--- src/rtl/ccl_pkg.sv ---
// Shared types, character codes, parse phase codes and field tables
// for the control command line parser. No dependencies.
package ccl_pkg;

  localparam int unsigned LINE_STORE_DEF = 64;
  localparam logic [9:0]  TOUCH_LIMIT_RST = 10'd480;

  localparam logic [7:0] CH_NUL   = 8'h00;
  localparam logic [7:0] CH_TAB   = 8'h09;
  localparam logic [7:0] CH_LF    = 8'h0A;
  localparam logic [7:0] CH_VT    = 8'h0B;
  localparam logic [7:0] CH_FF    = 8'h0C;
  localparam logic [7:0] CH_CR    = 8'h0D;
  localparam logic [7:0] CH_SPACE = 8'h20;
  localparam logic [7:0] CH_BANG  = 8'h21;
  localparam logic [7:0] CH_PLUS  = 8'h2B;
  localparam logic [7:0] CH_MINUS = 8'h2D;
  localparam logic [7:0] CH_ZERO  = 8'h30;
  localparam logic [7:0] CH_NINE  = 8'h39;
  localparam logic [7:0] CH_B     = 8'h42;
  localparam logic [7:0] CH_E     = 8'h45;
  localparam logic [7:0] CH_T     = 8'h54;

  localparam logic [4:0] PH_START  = 5'd0;
  localparam logic [4:0] PH_E_LEAD = 5'd1;
  localparam logic [4:0] PH_B_LEAD = 5'd4;
  localparam logic [4:0] PH_T_LEAD = 5'd7;
  localparam logic [4:0] PH_TAIL_E = 5'd16;
  localparam logic [4:0] PH_TAIL_B = 5'd17;
  localparam logic [4:0] PH_TAIL_T = 5'd18;

  localparam logic [2:0] FLD_E  = 3'd0;
  localparam logic [2:0] FLD_B  = 3'd1;
  localparam logic [2:0] FLD_T1 = 3'd2;
  localparam logic [2:0] FLD_T2 = 3'd3;
  localparam logic [2:0] FLD_T3 = 3'd4;

  localparam logic [1:0] SUB_LEAD  = 2'd0;
  localparam logic [1:0] SUB_SIGN  = 2'd1;
  localparam logic [1:0] SUB_DIGIT = 2'd2;

  typedef enum logic [2:0] {
    KIND_ENC       = 3'd0,
    KIND_BTN       = 3'd1,
    KIND_TOUCH     = 3'd2,
    KIND_MALFORMED = 3'd3,
    KIND_TOO_LONG  = 3'd4
  } kind_e;

  typedef struct packed {
    kind_e             kind;
    logic signed [7:0] steps;
    logic              pressed;
    logic [9:0]        touch_x;
    logic [9:0]        touch_y;
  } res_t;

  typedef struct packed {
    logic [2:0] fld;
    logic [1:0] sub;
  } fld_t;

  function automatic fld_t phase_dec(input logic [4:0] ph);
    fld_t r;
    r = '0;
    case (ph) inside
      5'd1, 5'd2, 5'd3:    r.fld = FLD_E;
      5'd4, 5'd5, 5'd6:    r.fld = FLD_B;
      5'd7, 5'd8, 5'd9:    r.fld = FLD_T1;
      5'd10, 5'd11, 5'd12: r.fld = FLD_T2;
      5'd13, 5'd14, 5'd15: r.fld = FLD_T3;
      default:             r.fld = FLD_E;
    endcase
    case (ph) inside
      5'd2, 5'd5, 5'd8, 5'd11, 5'd14: r.sub = SUB_SIGN;
      5'd3, 5'd6, 5'd9, 5'd12, 5'd15: r.sub = SUB_DIGIT;
      default:                        r.sub = SUB_LEAD;
    endcase
    return r;
  endfunction

  function automatic logic [2:0] fld_width(input logic [2:0] f);
    logic [2:0] w;
    unique case (f)
      FLD_E:          w = 3'd4;
      FLD_T2, FLD_T3: w = 3'd3;
      default:        w = 3'd1;
    endcase
    return w;
  endfunction

  function automatic logic [4:0] fld_next(input logic [2:0] f);
    logic [4:0] n;
    unique case (f)
      FLD_E:   n = PH_TAIL_E;
      FLD_B:   n = PH_TAIL_B;
      FLD_T1:  n = 5'd10;
      FLD_T2:  n = 5'd13;
      default: n = PH_TAIL_T;
    endcase
    return n;
  endfunction

  function automatic logic fin_fail(input logic [2:0] f, input logic neg,
                                    input logic [13:0] val);
    return ((f == FLD_T2) || (f == FLD_T3)) && neg && (val != 14'd0);
  endfunction

  function automatic logic is_ws(input logic [7:0] c);
    return (c == CH_SPACE) || (c == CH_TAB) || (c == CH_VT) || (c == CH_FF);
  endfunction

  function automatic logic is_digit(input logic [7:0] c);
    return (c >= CH_ZERO) && (c <= CH_NINE);
  endfunction

endpackage

--- src/rtl/control_command_line_parser.sv ---
// Control command line parser top level: line assembly, per-byte scanf-style
// parse and result delivery with a one-entry skid.
// Depends on ccl_pkg.
//
// Usage:
//   Input channel (in_valid_i/in_stall_o/in_byte_i) takes one character beat
//   per cycle unless stalled. '!' opens a line, CR is skipped, LF closes it.
//   Output channel (out_valid_o / out_stall_i) delivers one result beat per
//   non-empty line: kind, steps, pressed, touch_x, touch_y.
//   Config channel (cfg_valid_i / cfg_ready_o / cfg_data_i) writes the touch
//   limit; it is always ready. Write it only while the block is idle.
//   Throughput: one byte per cycle unless stalled. The parse state advances
//   in the cycle the byte is taken, through one decimal multiply-accumulate.
//   Result: registered from the LF beat into the output register or skid.
//   Stall: an output register plus a one-entry skid hold results; in_stall_o
//   is high only while the skid entry is occupied.
//   Reset: line closed, all parse state cleared, touch limit 480, both
//   result registers empty.
module control_command_line_parser
  import ccl_pkg::*;
#(
  parameter int unsigned LINE_STORE = LINE_STORE_DEF
) (
  input  logic              clk_i,
  input  logic              rst_ni,
  input  logic              in_valid_i,
  output logic              in_stall_o,
  input  logic [7:0]        in_byte_i,
  output logic              out_valid_o,
  input  logic              out_stall_i,
  output logic [2:0]        kind_o,
  output logic signed [7:0] steps_o,
  output logic              pressed_o,
  output logic [9:0]        touch_x_o,
  output logic [9:0]        touch_y_o,
  input  logic              cfg_valid_i,
  output logic              cfg_ready_o,
  input  logic [9:0]        cfg_data_i
);

  localparam int unsigned CNT_W = $clog2(LINE_STORE);
  localparam logic [CNT_W-1:0] CNT_MAX = CNT_W'(LINE_STORE - 1);

  logic [9:0]       touch_limit_q;
  logic             collecting_q, collecting_d;
  logic             too_long_q, too_long_d;
  logic [CNT_W-1:0] char_cnt_q, char_cnt_d;
  logic [4:0]       phase_q, phase_d;
  logic [2:0]       dc_q, dc_d;
  logic             neg_q, neg_d;
  logic [13:0]      v1_q, v1_d;
  logic [9:0]       v2_q, v2_d;
  logic [9:0]       v3_q, v3_d;
  logic             ended_q, ended_d;
  logic             fail_q, fail_d;

  logic             out_valid_q, out_valid_d;
  logic             skid_valid_q, skid_valid_d;
  res_t             out_q, skid_q, res;
  logic             res_go, accept, out_load;

  // Per-byte parse
  logic [4:0]  fd_phase, p0, e_phase;
  logic [2:0]  fd_dc, wr_f;
  logic        fd_neg, fd_fail, e_fail;
  logic [13:0] fd_v1, cur, acc, wr_val;
  logic [9:0]  fd_v2, fd_v3;
  logic [3:0]  dc_inc;
  logic        s0_go, tl_go, wr_en;
  fld_t        dec, dec0;

  assign accept      = in_valid_i && !in_stall_o;
  assign in_stall_o  = skid_valid_q;
  assign cfg_ready_o = 1'b1;

  always_comb begin
    dec = phase_dec(phase_q);
    case (dec.fld)
      FLD_T2:  cur = {4'd0, v2_q};
      FLD_T3:  cur = {4'd0, v3_q};
      default: cur = v1_q;
    endcase
    acc    = (cur << 3) + (cur << 1) + {10'd0, in_byte_i[3:0]};
    dc_inc = {1'b0, dc_q} + 4'd1;

    fd_phase = phase_q;
    fd_dc    = dc_q;
    fd_neg   = neg_q;
    fd_fail  = fail_q;
    wr_en    = 1'b0;
    wr_f     = dec.fld;
    wr_val   = cur;
    s0_go    = 1'b0;
    tl_go    = 1'b0;
    p0       = phase_q;

    if (phase_q == PH_START) begin
      case (in_byte_i)
        CH_E:    fd_phase = PH_E_LEAD;
        CH_B:    fd_phase = PH_B_LEAD;
        CH_T:    fd_phase = PH_T_LEAD;
        default: fd_fail = 1'b1;
      endcase
    end else if (phase_q >= PH_TAIL_E) begin
      tl_go = 1'b1;
    end else begin
      case (dec.sub)
        SUB_LEAD: s0_go = 1'b1;
        SUB_SIGN, SUB_DIGIT: begin
          if (is_digit(in_byte_i)) begin
            wr_en  = 1'b1;
            wr_val = (dec.sub == SUB_SIGN) ? {10'd0, in_byte_i[3:0]} : acc;
            fd_dc  = dc_inc[2:0];
            if (dc_inc >= {1'b0, fld_width(dec.fld)}) begin
              fd_phase = fld_next(dec.fld);
              if (fin_fail(dec.fld, neg_q, wr_val)) fd_fail = 1'b1;
            end else begin
              fd_phase = (dec.sub == SUB_SIGN) ? phase_q + 5'd1 : phase_q;
            end
          end else if (dec.sub == SUB_SIGN) begin
            fd_fail = 1'b1;
          end else begin
            // close the number, then reparse this byte in the next phase
            fd_phase = fld_next(dec.fld);
            if (fin_fail(dec.fld, neg_q, cur)) begin
              fd_fail = 1'b1;
            end else begin
              p0 = fld_next(dec.fld);
              if (p0 >= PH_TAIL_E) tl_go = 1'b1;
              else s0_go = 1'b1;
            end
          end
        end
        default: fd_fail = 1'b1;
      endcase
    end

    if (tl_go && !is_ws(in_byte_i)) fd_fail = 1'b1;

    dec0 = phase_dec(p0);
    if (s0_go && !is_ws(in_byte_i)) begin
      if (in_byte_i == CH_PLUS || in_byte_i == CH_MINUS) begin
        fd_neg = (in_byte_i == CH_MINUS);
        fd_dc  = 3'd1;
        wr_en  = 1'b1;
        wr_f   = dec0.fld;
        wr_val = 14'd0;
        if (fld_width(dec0.fld) <= 3'd1) fd_fail = 1'b1;
        else fd_phase = p0 + 5'd1;
      end else if (is_digit(in_byte_i)) begin
        fd_neg = 1'b0;
        fd_dc  = 3'd1;
        wr_en  = 1'b1;
        wr_f   = dec0.fld;
        wr_val = {10'd0, in_byte_i[3:0]};
        if (fld_width(dec0.fld) <= 3'd1) fd_phase = fld_next(dec0.fld);
        else fd_phase = p0 + 5'd2;
      end else begin
        fd_fail = 1'b1;
      end
    end

    fd_v1 = v1_q;
    fd_v2 = v2_q;
    fd_v3 = v3_q;
    if (wr_en) begin
      case (wr_f)
        FLD_T2:  fd_v2 = wr_val[9:0];
        FLD_T3:  fd_v3 = wr_val[9:0];
        default: fd_v1 = wr_val;
      endcase
    end
  end

  // Line end evaluation
  always_comb begin
    e_phase = phase_q;
    e_fail  = fail_q;
    if (!fail_q && phase_q != PH_START && phase_q < PH_TAIL_E &&
        dec.sub == SUB_DIGIT) begin
      e_phase = fld_next(dec.fld);
      if (fin_fail(dec.fld, neg_q, cur)) e_fail = 1'b1;
    end

    res         = '0;
    res.kind    = KIND_MALFORMED;
    if (too_long_q) begin
      res.kind = KIND_TOO_LONG;
    end else if (!e_fail) begin
      if (e_phase == PH_TAIL_E && v1_q >= 14'd1 && v1_q <= 14'd127) begin
        res.kind  = KIND_ENC;
        res.steps = neg_q ? $signed(~v1_q[7:0] + 8'd1) : $signed(v1_q[7:0]);
      end else if (e_phase == PH_TAIL_B && v1_q <= 14'd1) begin
        res.kind    = KIND_BTN;
        res.pressed = v1_q[0];
      end else if (e_phase == PH_TAIL_T && v1_q <= 14'd1 &&
                   v2_q < touch_limit_q && v3_q < touch_limit_q) begin
        res.kind    = KIND_TOUCH;
        res.pressed = v1_q[0];
        res.touch_x = v2_q;
        res.touch_y = v3_q;
      end
    end
  end

  // Line control
  always_comb begin
    collecting_d = collecting_q;
    too_long_d   = too_long_q;
    char_cnt_d   = char_cnt_q;
    phase_d      = phase_q;
    dc_d         = dc_q;
    neg_d        = neg_q;
    v1_d         = v1_q;
    v2_d         = v2_q;
    v3_d         = v3_q;
    ended_d      = ended_q;
    fail_d       = fail_q;
    res_go       = 1'b0;

    if (accept && (in_byte_i == CH_BANG ||
                   (collecting_q && in_byte_i == CH_LF))) begin
      res_go       = (in_byte_i == CH_LF) && (too_long_q || char_cnt_q != '0);
      collecting_d = (in_byte_i == CH_BANG);
      too_long_d   = 1'b0;
      char_cnt_d   = '0;
      phase_d      = PH_START;
      dc_d         = 3'd0;
      neg_d        = 1'b0;
      v1_d         = 14'd0;
      v2_d         = 10'd0;
      v3_d         = 10'd0;
      ended_d      = 1'b0;
      fail_d       = 1'b0;
    end else if (accept && collecting_q && in_byte_i != CH_CR && !too_long_q) begin
      if (char_cnt_q < CNT_MAX) begin
        char_cnt_d = char_cnt_q + 1'b1;
        if (!ended_q) begin
          if (in_byte_i == CH_NUL) begin
            ended_d = 1'b1;
          end else if (!fail_q) begin
            phase_d = fd_phase;
            dc_d    = fd_dc;
            neg_d   = fd_neg;
            v1_d    = fd_v1;
            v2_d    = fd_v2;
            v3_d    = fd_v3;
            fail_d  = fd_fail;
          end
        end
      end else begin
        too_long_d = 1'b1;
      end
    end
  end

  assign out_load     = !out_valid_q || !out_stall_i;
  assign out_valid_d  = out_load ? (skid_valid_q || res_go) : 1'b1;
  assign skid_valid_d = out_load ? 1'b0 : (skid_valid_q || res_go);

  always_ff @(posedge clk_i or negedge rst_ni) begin
    if (!rst_ni) begin
      touch_limit_q <= TOUCH_LIMIT_RST;
      collecting_q  <= 1'b0;
      too_long_q    <= 1'b0;
      char_cnt_q    <= '0;
      phase_q       <= PH_START;
      dc_q          <= 3'd0;
      neg_q         <= 1'b0;
      v1_q          <= 14'd0;
      v2_q          <= 10'd0;
      v3_q          <= 10'd0;
      ended_q       <= 1'b0;
      fail_q        <= 1'b0;
      out_valid_q   <= 1'b0;
      skid_valid_q  <= 1'b0;
    end else begin
      if (cfg_valid_i && cfg_ready_o) touch_limit_q <= cfg_data_i;
      collecting_q <= collecting_d;
      too_long_q   <= too_long_d;
      char_cnt_q   <= char_cnt_d;
      phase_q      <= phase_d;
      dc_q         <= dc_d;
      neg_q        <= neg_d;
      v1_q         <= v1_d;
      v2_q         <= v2_d;
      v3_q         <= v3_d;
      ended_q      <= ended_d;
      fail_q       <= fail_d;
      out_valid_q  <= out_valid_d;
      skid_valid_q <= skid_valid_d;
    end
  end

  always_ff @(posedge clk_i) begin
    if (out_load) begin
      out_q <= skid_valid_q ? skid_q : res;
    end else if (res_go) begin
      skid_q <= res;
    end
  end

  assign out_valid_o = out_valid_q;
  assign kind_o      = out_q.kind;
  assign steps_o     = out_q.steps;
  assign pressed_o   = out_q.pressed;
  assign touch_x_o   = out_q.touch_x;
  assign touch_y_o   = out_q.touch_y;

  ast_skid_behind_out: assert property (@(posedge clk_i) disable iff (!rst_ni)
    skid_valid_q |-> out_valid_q)
    else $error("skid entry held while output register empty");

  ast_closed_line_clear: assert property (@(posedge clk_i) disable iff (!rst_ni)
    !collecting_q |-> (char_cnt_q == '0) && !too_long_q && (phase_q == PH_START))
    else $error("line state not cleared while no line is open");

  ast_too_long_full: assert property (@(posedge clk_i) disable iff (!rst_ni)
    too_long_q |-> (char_cnt_q == CNT_MAX))
    else $error("overlength flag set before the line store filled");

  ast_bang_opens: assert property (@(posedge clk_i) disable iff (!rst_ni)
    (accept && in_byte_i == CH_BANG) |=> collecting_q && (char_cnt_q == '0) && !fail_q)
    else $error("start byte did not open a fresh line");

endmodule

--- config.mk ---
export PLATFORM = sky130hd
export DESIGN_NAME = control_command_line_parser
export DESIGN_NICKNAME = d
export VERILOG_FILES = /design/src/rtl/ccl_pkg.sv /design/src/rtl/control_command_line_parser.sv
export SDC_FILE = /design/constraint.sdc
export NUM_CORES = 1
export LEC_CHECK = 0
export ABC_AREA = 1
export BUFFER_PORTS_ARGS = -buffer_cell sky130_fd_sc_hd__buf_2
export CORE_ASPECT_RATIO = 2
export CORE_MARGIN = 3
export CORE_UTILIZATION = 40
export CTS_CLUSTER_SIZE = 16
export DETAILED_ROUTE_END_ITERATION = 10
export HOLD_SLACK_MARGIN = 0.05
export SKIP_CTS_REPAIR_TIMING = 1
export SYNTH_ARGS = -nofsm -noshare
export SYNTH_HDL_FRONTEND = slang
export SYNTH_SLANG_ARGS = --single-unit
--- constraint.sdc ---
create_clock -name clk_i -period 4.77 [get_ports clk_i]
set_clock_uncertainty 0.2 [all_clocks]
set_input_delay 0 -clock clk_i [delete_from_list [all_inputs] [get_ports clk_i]]
set_output_delay 0 -clock clk_i [all_outputs]
set_load 0.02 [all_outputs]
# Yosys cells after proc, flatten, opt, wreduce, memory -nomap -nowiden
# Cells that the tools add are included.
[totals]
reg_bits = 129
latch_bits = 0
ramBits = 0
mem_bits_ro = 0
in_bits = 23
out_inout_bits = 35
word_cells = 373
n_memories = 0
[op_classes]
add_sub_neg = 8
n_mul = 0
div_mod_pow = 0
n_lt_le_gt_ge = 14
eq_ne = 62
shifts = 0
n_mux = 184
bitwise_logic = 2
reduce_logical = 79
[op_table]
columns = ["op", "n"]
rows = [
  ["14-bit 2-to-1 mux", 16],
  ["10-bit 2-to-1 mux", 16],
  ["5-bit 2-to-1 mux", 31],
  ["3-bit 2-to-1 mux", 38],
  ["5-bit by 4-bit equality test with 1-bit output, second input constant", 16],
  ["32-bit 2-to-1 mux", 2],
  ["1-bit 2-to-1 mux", 62],
  ["21-bit 2-to-1 mux", 2],
  ["5-bit by 3-bit equality test with 1-bit output, second input constant", 8],
  ["5-bit case mux with 4 select lines", 2],
  ["3-bit OR reduction", 11],
  ["8-bit by 4-bit equality test with 1-bit output, second input constant", 4],
  ["8-bit by 6-bit equality test with 1-bit output, second input constant", 4],
  ["29-bit 2-to-1 mux", 1],
  ["14-bit case mux with 2 select lines", 1],
  ["7-bit AND reduction", 4],
  ["14-bit nonzero test", 2],
  ["8-bit by 7-bit equality test with 1-bit output, second input constant", 3],
  ["1-bit logical AND", 22],
  ["5-bit by 2-bit equality test with 1-bit output, second input constant", 4],
  ["10-bit less-than comparator", 2],
  ["20-bit 2-to-1 mux", 1],
  ["6-bit 2-to-1 mux", 3],
  ["8-bit 2-to-1 mux", 2],
  ["other kinds (48)", 92],
]

# Longest topological paths before layout
# Gate-level depths: netlist of the first run.
[depth]
ltp_word = 47
depth_mapped = 40
mapped_depth_nobuf = 37

# Least setup slack after synthesis of the first run
# Ideal clock, no wire load.
[synth_timing]
path_kind = "flip-flop to flip-flop"
from = "register phase_q[0]"
to = "register fail_q"
setup_ps = 134
arrival_ps = 3966
required_time_ps = 4436
path_slack_ps = 470
path_stages_with_launch = 32
path_buffers = 1
synth_period_minus_slack_ps = 4300
path_cell_list = "dfrtp_1 > ha_1 > inv_1 > nor2_1 > ha_1 > a21oi_1 > nor2_4 > nand2_2 > buf_4 > nand3b_1 > nand2_1 > inv_1 > ha_1 > ha_1 > a21oi_1 > o21ai_0 > a21oi_1 > nor2_1 > o21ai_0 > nand2_1 > a21oi_1 > o21bai_1 > o21ai_0 > a21oi_1 > nor3_1 > nand2_1 > nand3_1 > nand2_1 > nand3b_1 > o211ai_1 > nand2_1 > o21ai_0"
[synth_via]
elab_chain_cells = 43
word_cells_on_any_way = 139
cone_classes = "2 x add/sub; 4 x order compare; 38 x eq/ne; 68 x mux; 27 x reduce/logical"
[synth_rtl]
columns = ["item", "line_no", "rtl"]
rows = [
  ["start: declaration", "control_command_line_parser.sv:48", "logic [4:0] phase_q, phase_d;"],
  ["start signal: assignment", "control_command_line_parser.sv:282", "phase_q <= phase_d;"],
  ["5-bit by 4-bit equality test with 1-bit output", "control_command_line_parser.sv:77", "dec = phase_dec(phase_q);"],
  ["3-bit OR reduction", "ccl_pkg.sv:66", "case (ph) inside"],
  ["3-bit 2-to-1 mux (5 in series)", "ccl_pkg.sv:66", ""],
  ["3-bit by 2-bit equality test with 1-bit output, or another cell as far along", "--", ""],
  ["5-bit case mux with 4 select lines", "ccl_pkg.sv:94", "unique case (f)"],
  ["5-bit 2-to-1 mux", "control_command_line_parser.sv:125", "if (fin_fail(dec.fld, neg_q, cur)) begin"],
  ["5-bit 2-to-1 mux", "control_command_line_parser.sv:120", "end else if (dec.sub == SUB_SIGN) begin"],
  ["5-bit 2-to-1 mux", "control_command_line_parser.sv:110", "if (is_digit(in_byte_i)) begin"],
  ["[23 not listed]", "--", ""],
  ["1-bit 2-to-1 mux", "control_command_line_parser.sv:142", "if (in_byte_i == CH_PLUS || in_byte_i == CH_MINUS) begin"],
  ["1-bit 2-to-1 mux (*)", "control_command_line_parser.sv:141", "if (s0_go && !is_ws(in_byte_i)) begin"],
  ["1-bit 2-to-1 mux (*)", "control_command_line_parser.sv:241", "end else if (!fail_q) begin"],
  ["1-bit 2-to-1 mux (*)", "control_command_line_parser.sv:239", "if (in_byte_i == CH_NUL) begin"],
  ["1-bit 2-to-1 mux (*)", "control_command_line_parser.sv:238", "if (!ended_q) begin"],
  ["1-bit 2-to-1 mux (*)", "control_command_line_parser.sv:236", "if (char_cnt_q < CNT_MAX) begin"],
  ["1-bit 2-to-1 mux (*)", "control_command_line_parser.sv:235", "end else if (accept && collecting_q && in_byte_i != CH_CR && !too_long_q) begin"],
  ["1-bit 2-to-1 mux (*)", "control_command_line_parser.sv:221", "if (accept && (in_byte_i == CH_BANG ||"],
  ["end signal: assignment", "control_command_line_parser.sv:289", "fail_q <= fail_d;"],
  ["end: declaration", "control_command_line_parser.sv:55", "logic fail_q, fail_d;"],
]
# Every way passes the cells marked *; elsewhere a longest branch is shown, timed or not. The select of a mux whose other input is x is not followed.
# A chain may end at the register's enable or synchronous reset.

# Worst setup path after layout of the first run
[layout_timing]
from = "register phase_q[1]"
to = "register v3_q[1]"
[layout_via]
elab_chain_cells = 34
word_cells_on_any_way = 123
cone_classes = "2 x add/sub; 2 x order compare; 37 x eq/ne; 58 x mux; 24 x reduce/logical"
[layout_rtl]
columns = ["item", "line_no", "rtl"]
rows = [
  ["branches (longest 34 deep; another with 14-bit adder)", "--", ""],
  ["end signal: assignment", "control_command_line_parser.sv:287", "v3_q <= v3_d;"],
  ["end: declaration", "control_command_line_parser.sv:53", "logic [9:0] v3_q, v3_d;"],
]
# Parallel ways; which one is timed is not known. The select of a mux whose other input is x is not followed.

==> results of run 1 <==
## per-layer routing
metal	up-vias	GRT usage	routed length (um)
met5	-	0	0
met2	297	0.4917	17760
met3	158	0.04187	1201
met4	0	0.1961	3152
li1	4446	-	-
met1	4315	0.2044	9902
## report_power, final
group / leakage [nW] / switching [W] / internal, W
Clock: 0.287 / 0.000519 / 0.000821
Combinational: 4.15 / 0.00334 / 0.00208
Sequential: 1.57 / 0.0000599 / 0.00123
## critical path, delay by kind of cell, from the launching register on
family / cells / cell delay, ns
and+or+nand+nor: 27 / 2.69
adders and majority gates: 2 / 0.35
buffers and inverters: 4 / 0.57
AOI/OAI and AO/OA: 3 / 0.38
DFF: 1 / 0.44
## metrics by stage
| step | hold WS, ns | cell area [sq um] | power, W | worst slack (ns) | util |
|---|---|---|---|---|---|
| after CTS | -0.4317 | 10970 | 0.007144 | -0.2039 | 0.4908 |
| after global placement | 0.006322 | 10380 | 0.005758 | -0.1173 | 0.4642 |
| after global routing | 0.1846 | 12180 | 0.008648 | -0.2421 | 0.5450 |
| after detailed placement | 0.02059 | 10380 | 0.005797 | -0.1441 | 0.4642 |
| final | 0.08099 | 12180 | 0.008053 | -0.02297 | 0.5450 |
| after floorplan | -0.4956 | 9185 | 0.004093 | 0.4699 | - |
## how the worst min path moves through the flow
stage,endpoint,slack (ns),cells after the start
after CTS,phase_q[3]$_DFFE_PN0P_,-0.43,2
after floorplan,char_cnt_q[0]$_DFFE_PN0P_,-0.50,0
after global routing,phase_q[4]$_DFFE_PN0P_,0.18,3
after global placement,touch_limit_q[1]$_DFFE_PN0P_,0.006,3
after detailed placement,touch_limit_q[1]$_DFFE_PN0P_,0.02,3
final,phase_q[3]$_DFFE_PN0P_,0.08,3
## layout make-up
type	count	area, sq um
multi-input combinational	905	5445
timing repair buffer	211	1618
clock inverter	13	160.2
fill	2087	10170
inverter	166	625.6
sequential	129	3555
tap	276	345.3
clock buffer	19	432.9
## cells in the final DEF, fill, tap and decap left out, drive strengths merged, types with 4 or more instances in the layout
cell type	n
nand2	301
nor2	201
buf	172
inv	165
o21ai	104
nand3	66
edfxtp	64
dfrtp	61
ha	59
a21oi	54
dlygate4sd3	37
nor3	30
clkbuf	21
o211ai	18
mux2	9
clkinv	9
xor2	7
nand4	7
nand3b	6
o21a	5
a31oi	5
xnor2	4
a211oi	4
o31ai	4
dfstp	4
o21bai	4
## sequential cells by signal, summed over array words and instances, names as in the netlist, 3 cells and up
register       flops
phase_q            5
skid_q            32
v3_q              10
touch_limit_q     10
touch_x_o         10
v1_q              14
char_cnt_q         6
v2_q              10
steps_o            8
kind_o             3
touch_y_o         10
dc_q               3
## cell families after synthesis
| kind of cell | Yosys count | share of synthesized area |
|---|---|---|
| buf+inv | 203 | 0.09045 |
| other cells | 1 | 0.0004083 |
| fa+ha+maj | 61 | 0.08473 |
| flops | 129 | 0.3869 |
| xor+xnor | 11 | 0.01049 |
| compound gates | 209 | 0.1335 |
| simple gates | 610 | 0.2825 |
| mux | 9 | 0.01103 |
==> flow_summary.json, run 1 <==
{
  "status": "complete, but fails checks",
  "violations": "negative setup slack",
  "startpoint": "phase_q[1]$_DFFE_PN0P_",
  "antenna_left": 0,
  "grt_overflow_total": 0,
  "p_leak_nw": 6.013,
  "cp_data_arrival_time_ns": 4.90,
  "setup_viol": 1,
  "initial_core_util": 0.4109,
  "io_buffers": 56,
  "syn-instance-count": 1233,
  "die_w_um": 113.2,
  "cap_violations": 0,
  "synth_edf_count": 64,
  "syn_to_final_growth_pct": 32.63,
  "powerDensity_mw_per_mm2": 661.0,
  "cts_buffers": 17,
  "reg2reg_to": "v3_q[1]$_DFFE_PN0P_",
  "synth_top_area_share": 0.2092,
  "cp.required_ns": 4.88,
  "drc_errors": 0,
  "max_clock_freq_mhz": 208.6,
  "synth_common_cells": "282 x nand2_1, 187 x nor2_1, 156 x inv_1, 81 x o21ai_0, 64 x edfxtp_1",
  "die_height_um": 220.3,
  "first_global_vias": 9064,
  "wire_per_inst_um": 18.63,
  "synthTopCellsByArea": "edfxtp_1 21%, dfrtp_1 17%, nand2_1 12%, ha_1 8.0%, nor2_1 7.6%",
  "fin_crit_sh": 1.005,
  "avgSynthCellArea_sq_um": 7.449,
  "crit_path_frequent_cell": "nand2_2",
  "dp_hpwl_um": 24020,
  "grt_max_degree": 66,
  "cp_slowest_cell": "dfrtp_1",
  "yosys.area.top_type": "edfxtp_1",
  "pin_count": 58,
  "htree_levels": 4,
  "yosys_warnings": 0,
  "cts_tree": "yes",
  "critical_path.max_stage_delay_ns": 0.44,
  "tightest_slew_ns": 0.9026,
  "reg2reg_slack_ns": -0.02,
  "rows": 77,
  "first_pass_iters": 8,
  "hp-class": "in -> async",
  "grtUsageTotal": 0.2466,
  "crit_end": "v3_q[1]$_DFFE_PN0P_",
  "fin_crit_ns": 4.793,
  "critPathKind": "reg -> reg",
  "antenna_found_initial": 0,
  "worst-r2r-cell-count": 36,
  "cp_max_fo": 6,
  "clock_latency_ns": 0.44,
  "startpoint_type": "flip-flop",
  "post-place-cells": 1629,
  "finalNonFillerCells": 1719,
  "setup_ws_ns": -0.02297,
  "coreArea_sq_mm": 0.02235,
  "seq_area_frac_synth": 0.3869,
  "gp_congestion": 0.9805,
  "layout-drive-gt1-share": 0.2640,
  "synth_flop_cell": "edfxtp_1",
  "grt_pass1_wl_um": 46590,
  "clockRootBuffer": "clkbuf_16",
  "vdd_drop_max_mv": 0.9412,
  "netlist_area_sq_mm": 0.009185,
  "avgViaCountPerCell": 5.361,
  "nets": 1514,
  "synthMostInstantiatedCell": "nand2_1",
  "clkSlewWorstSetupHoldPaths_ns": 0.06,
  "drt_iter0_drc": 493,
  "synthArstFlopShare": 0.5039,
  "tns_ns": -0.02297,
  "synth_nets": 1317,
  "vias": 9216,
  "cts_buffer_depth": 2,
  "hold_viol": 0,
  "synth_seq_cells": 129,
  "cts_sinks": 129,
  "antenna_cells_inserted": 0,
  "routed_wl_um": 32020,
  "drv_slew": 0,
  "setup.worst_path.end_class": "flip-flop",
  "rr_startpoint": "phase_q[1]$_DFFE_PN0P_",
  "die_area_sq_mm": 0.02493,
  "yosysUniqueCellTypes": 49,
  "rsz0062_at_grt": "yes",
  "relSlewSlack": 0.3983
}
No activity file was read; power rests on OpenSTA's default activity.
==> run 2, diff against run 1 <==
--- a/config.mk
+++ b/config.mk
@@ -10,9 +10,11 @@
 export CORE_ASPECT_RATIO = 2
 export CORE_MARGIN = 3
 export CORE_UTILIZATION = 40
+export CTS_CLUSTER_DIAMETER = 30
 export CTS_CLUSTER_SIZE = 16
 export DETAILED_ROUTE_END_ITERATION = 10
 export HOLD_SLACK_MARGIN = 0.05
+export MAX_ROUTING_LAYER = met4
 export SKIP_CTS_REPAIR_TIMING = 1
 export SYNTH_ARGS = -nofsm -noshare
 export SYNTH_HDL_FRONTEND = slang
==> run 2 against run 1 <==
The flow now finishes without violations. Cell count decreased by 0.35%. Register-to-register slack improved by 0.12 ns. Critical path type unchanged. Largest power group unchanged. Sequential share of layout area increased by 0.39 points. Worst setup slack improved by 0.12 ns. Via count decreased by 1.1%. Power decreased by 3.6%.
==> flow_summary.json, run 2 (synthesis results as in run 1) <==
{
  "status": "completed",
  "vias": 9116,
  "grt_pass1_wl_um": 45540,
  "first_pass_iters": 5,
  "hold_viol": 0,
  "avgViaCountPerCell": 5.322,
  "largest_reg_flops": 32,
  "cp_slowest_cell": "fa_1",
  "cts_buffer_depth": 2,
  "worst-r2r-cell-count": 33,
  "nets": 1508,
  "initial_core_util": 0.4109,
  "antenna_left": 0,
  "routed_wl_um": 31220,
  "drc_errors": 0,
  "max_clock_freq_mhz": 214.0,
  "timing.hold.ws_ns": 0.07430,
  "die_w_um": 113.2,
  "setup.worst_path.end_class": "flip-flop",
  "rr_startpoint": "phase_q[1]$_DFFE_PN0P_",
  "place_ws_ns": -0.1854,
  "cts_buffers": 17,
  "final_cell_mix": "251 x nand2_1, 175 x nor2_1, 148 x inv_1, 102 x buf_4, 73 x o21ai_0",
  "relSlewSlack": 0.3741,
  "clock_latency_ns": 0.43,
  "first_global_vias": 8798,
  "fin_crit_sh": 0.9798,
  "cap_violations": 0,
  "cp.required_ns": 4.89,
  "cts_tree": "yes",
  "tightest_slew_ns": 0.9368,
  "crit_path_frequent_cell": "nand2_1",
  "vdd_drop_max_mv": 0.7984,
  "die_area_sq_mm": 0.02493,
  "hold_start": "in_byte_i[5]",
  "critical_path.max_stage_delay_ns": 0.58,
  "grt_max_degree": 66,
  "final_area_sq_mm": 0.01203,
  "p_leak_nw": 5.949,
  "cts_sinks": 129,
  "grt_overflow_total": 0,
  "rows": 77,
  "final_util": 0.5381,
  "dp_hpwl_um": 23880,
  "layout-drive-gt1-share": 0.2394,
  "htree_levels": 4,
  "startpoint_type": "flip-flop",
  "antenna_cells_inserted": 0,
  "gp_congestion": 0.9916,
  "setup_ws_ns": 0.09644,
  "top_regs": "skid_q: 32 flops, v1_q: 14 flops",
  "antenna_found_initial": 0,
  "syn_to_final_growth_pct": 30.95,
  "top_register": "skid_q",
  "worstHoldPathCells": 9,
  "clkSlewWorstSetupHoldPaths_ns": 0.06,
  "drt_iter0_drc": 515,
  "hold_end": "ended_q$_DFFE_PN0P_",
  "reg2reg_slack_ns": 0.1,
  "critPathKind": "reg -> reg",
  "finalNonFillerCells": 1713,
  "rsz0062_at_grt": "yes",
  "clockRootBuffer": "clkbuf_16",
  "fin_crit_ns": 4.674,
  "pin_count": 58,
  "setup_viol": 0,
  "coreArea_sq_mm": 0.02235,
  "post-place-cells": 1632,
  "wire_per_inst_um": 18.22,
  "grtUsageTotal": 0.2483,
  "cp_data_arrival_time_ns": 4.79,
  "drv_slew": 0,
  "die_height_um": 220.3,
  "io_buffers": 56,
  "place_area_sq_mm": 0.01041,
  "powerDensity_mw_per_mm2": 645.5,
  "final_common_cell": "nand2_1",
  "hp-class": "in -> reg",
  "reg2reg_to": "fail_q$_DFFE_PN0P_",
  "cp_max_fo": 7
}
[run 2: worst max path at each step]
stage | startpoint | end | slack (ns) | depth (start not counted)
finish | phase_q[1]$_DFFE_PN0P_ | fail_q$_DFFE_PN0P_ | 0.1 | 33
global route | phase_q[1]$_DFFE_PN0P_ | fail_q$_DFFE_PN0P_ | -0.23 | 37
CTS | phase_q[1]$_DFFE_PN0P_ | fail_q$_DFFE_PN0P_ | -0.20 | 31
detailed placement | phase_q[1]$_DFFE_PN0P_ | fail_q$_DFFE_PN0P_ | -0.19 | 31
global placement | phase_q[1]$_DFFE_PN0P_ | fail_q$_DFFE_PN0P_ | -0.13 | 31
floorplan | phase_q[0]$_DFFE_PN0P_ | fail_q$_DFFE_PN0P_ | 0.47 | 31
[run 2: where the power goes]
group / internal, W / switching [W] / total [W]
registers: 0.00123 / 0.0000665 / 0.00130
clock network: 0.000828 / 0.000532 / 0.00136
logic: 0.00193 / 0.00317 / 0.00510
[run 2: worst max-delay path, delay by kind of cell (launching register included)]
family | cells | cell delay [ns]
and+or+nand+nor | 21 | 1.98
AOI/OAI and AO/OA | 5 | 0.63
DFF | 1 | 0.43
buffers and inverters | 4 | 0.39
adders and majority gates | 3 | 0.92
[run 2: through the flow]
stage | setup TNS (ns) | power, W
2_1_floorplan | 0 | 0.004093
5_1_grt | -5.744 | 0.008321
6_report | 0 | 0.007764
4_1_cts | -5.165 | 0.007256
3_5_place_dp | -4.238 | 0.005879
3_3_place_gp | -2.108 | 0.005859
[run 2: layout make-up]
cell class / count / area [sq um]
Tap cell: 276 / 345.3
Fill cell: 2190 / 10320
Multi-Input combinational cell: 904 / 5304
Timing Repair Buffer: 206 / 1585
Sequential cell: 129 / 3557
Clock inverter: 15 / 182.7
Inverter: 166 / 628.1
Clock buffer: 17 / 425.4
[run 2: routing by layer]
metal | vias up | part of all wire | GRT usage
li1 | 4439 | - | -
met1 | 4280 | 0.31 | 0.2023
met2 | 251 | 0.56 | 0.4774
met3 | 146 | 0.034 | 0.03229
met4 | 0 | 0.10 | 0.2066
met5 | - | 0 | -
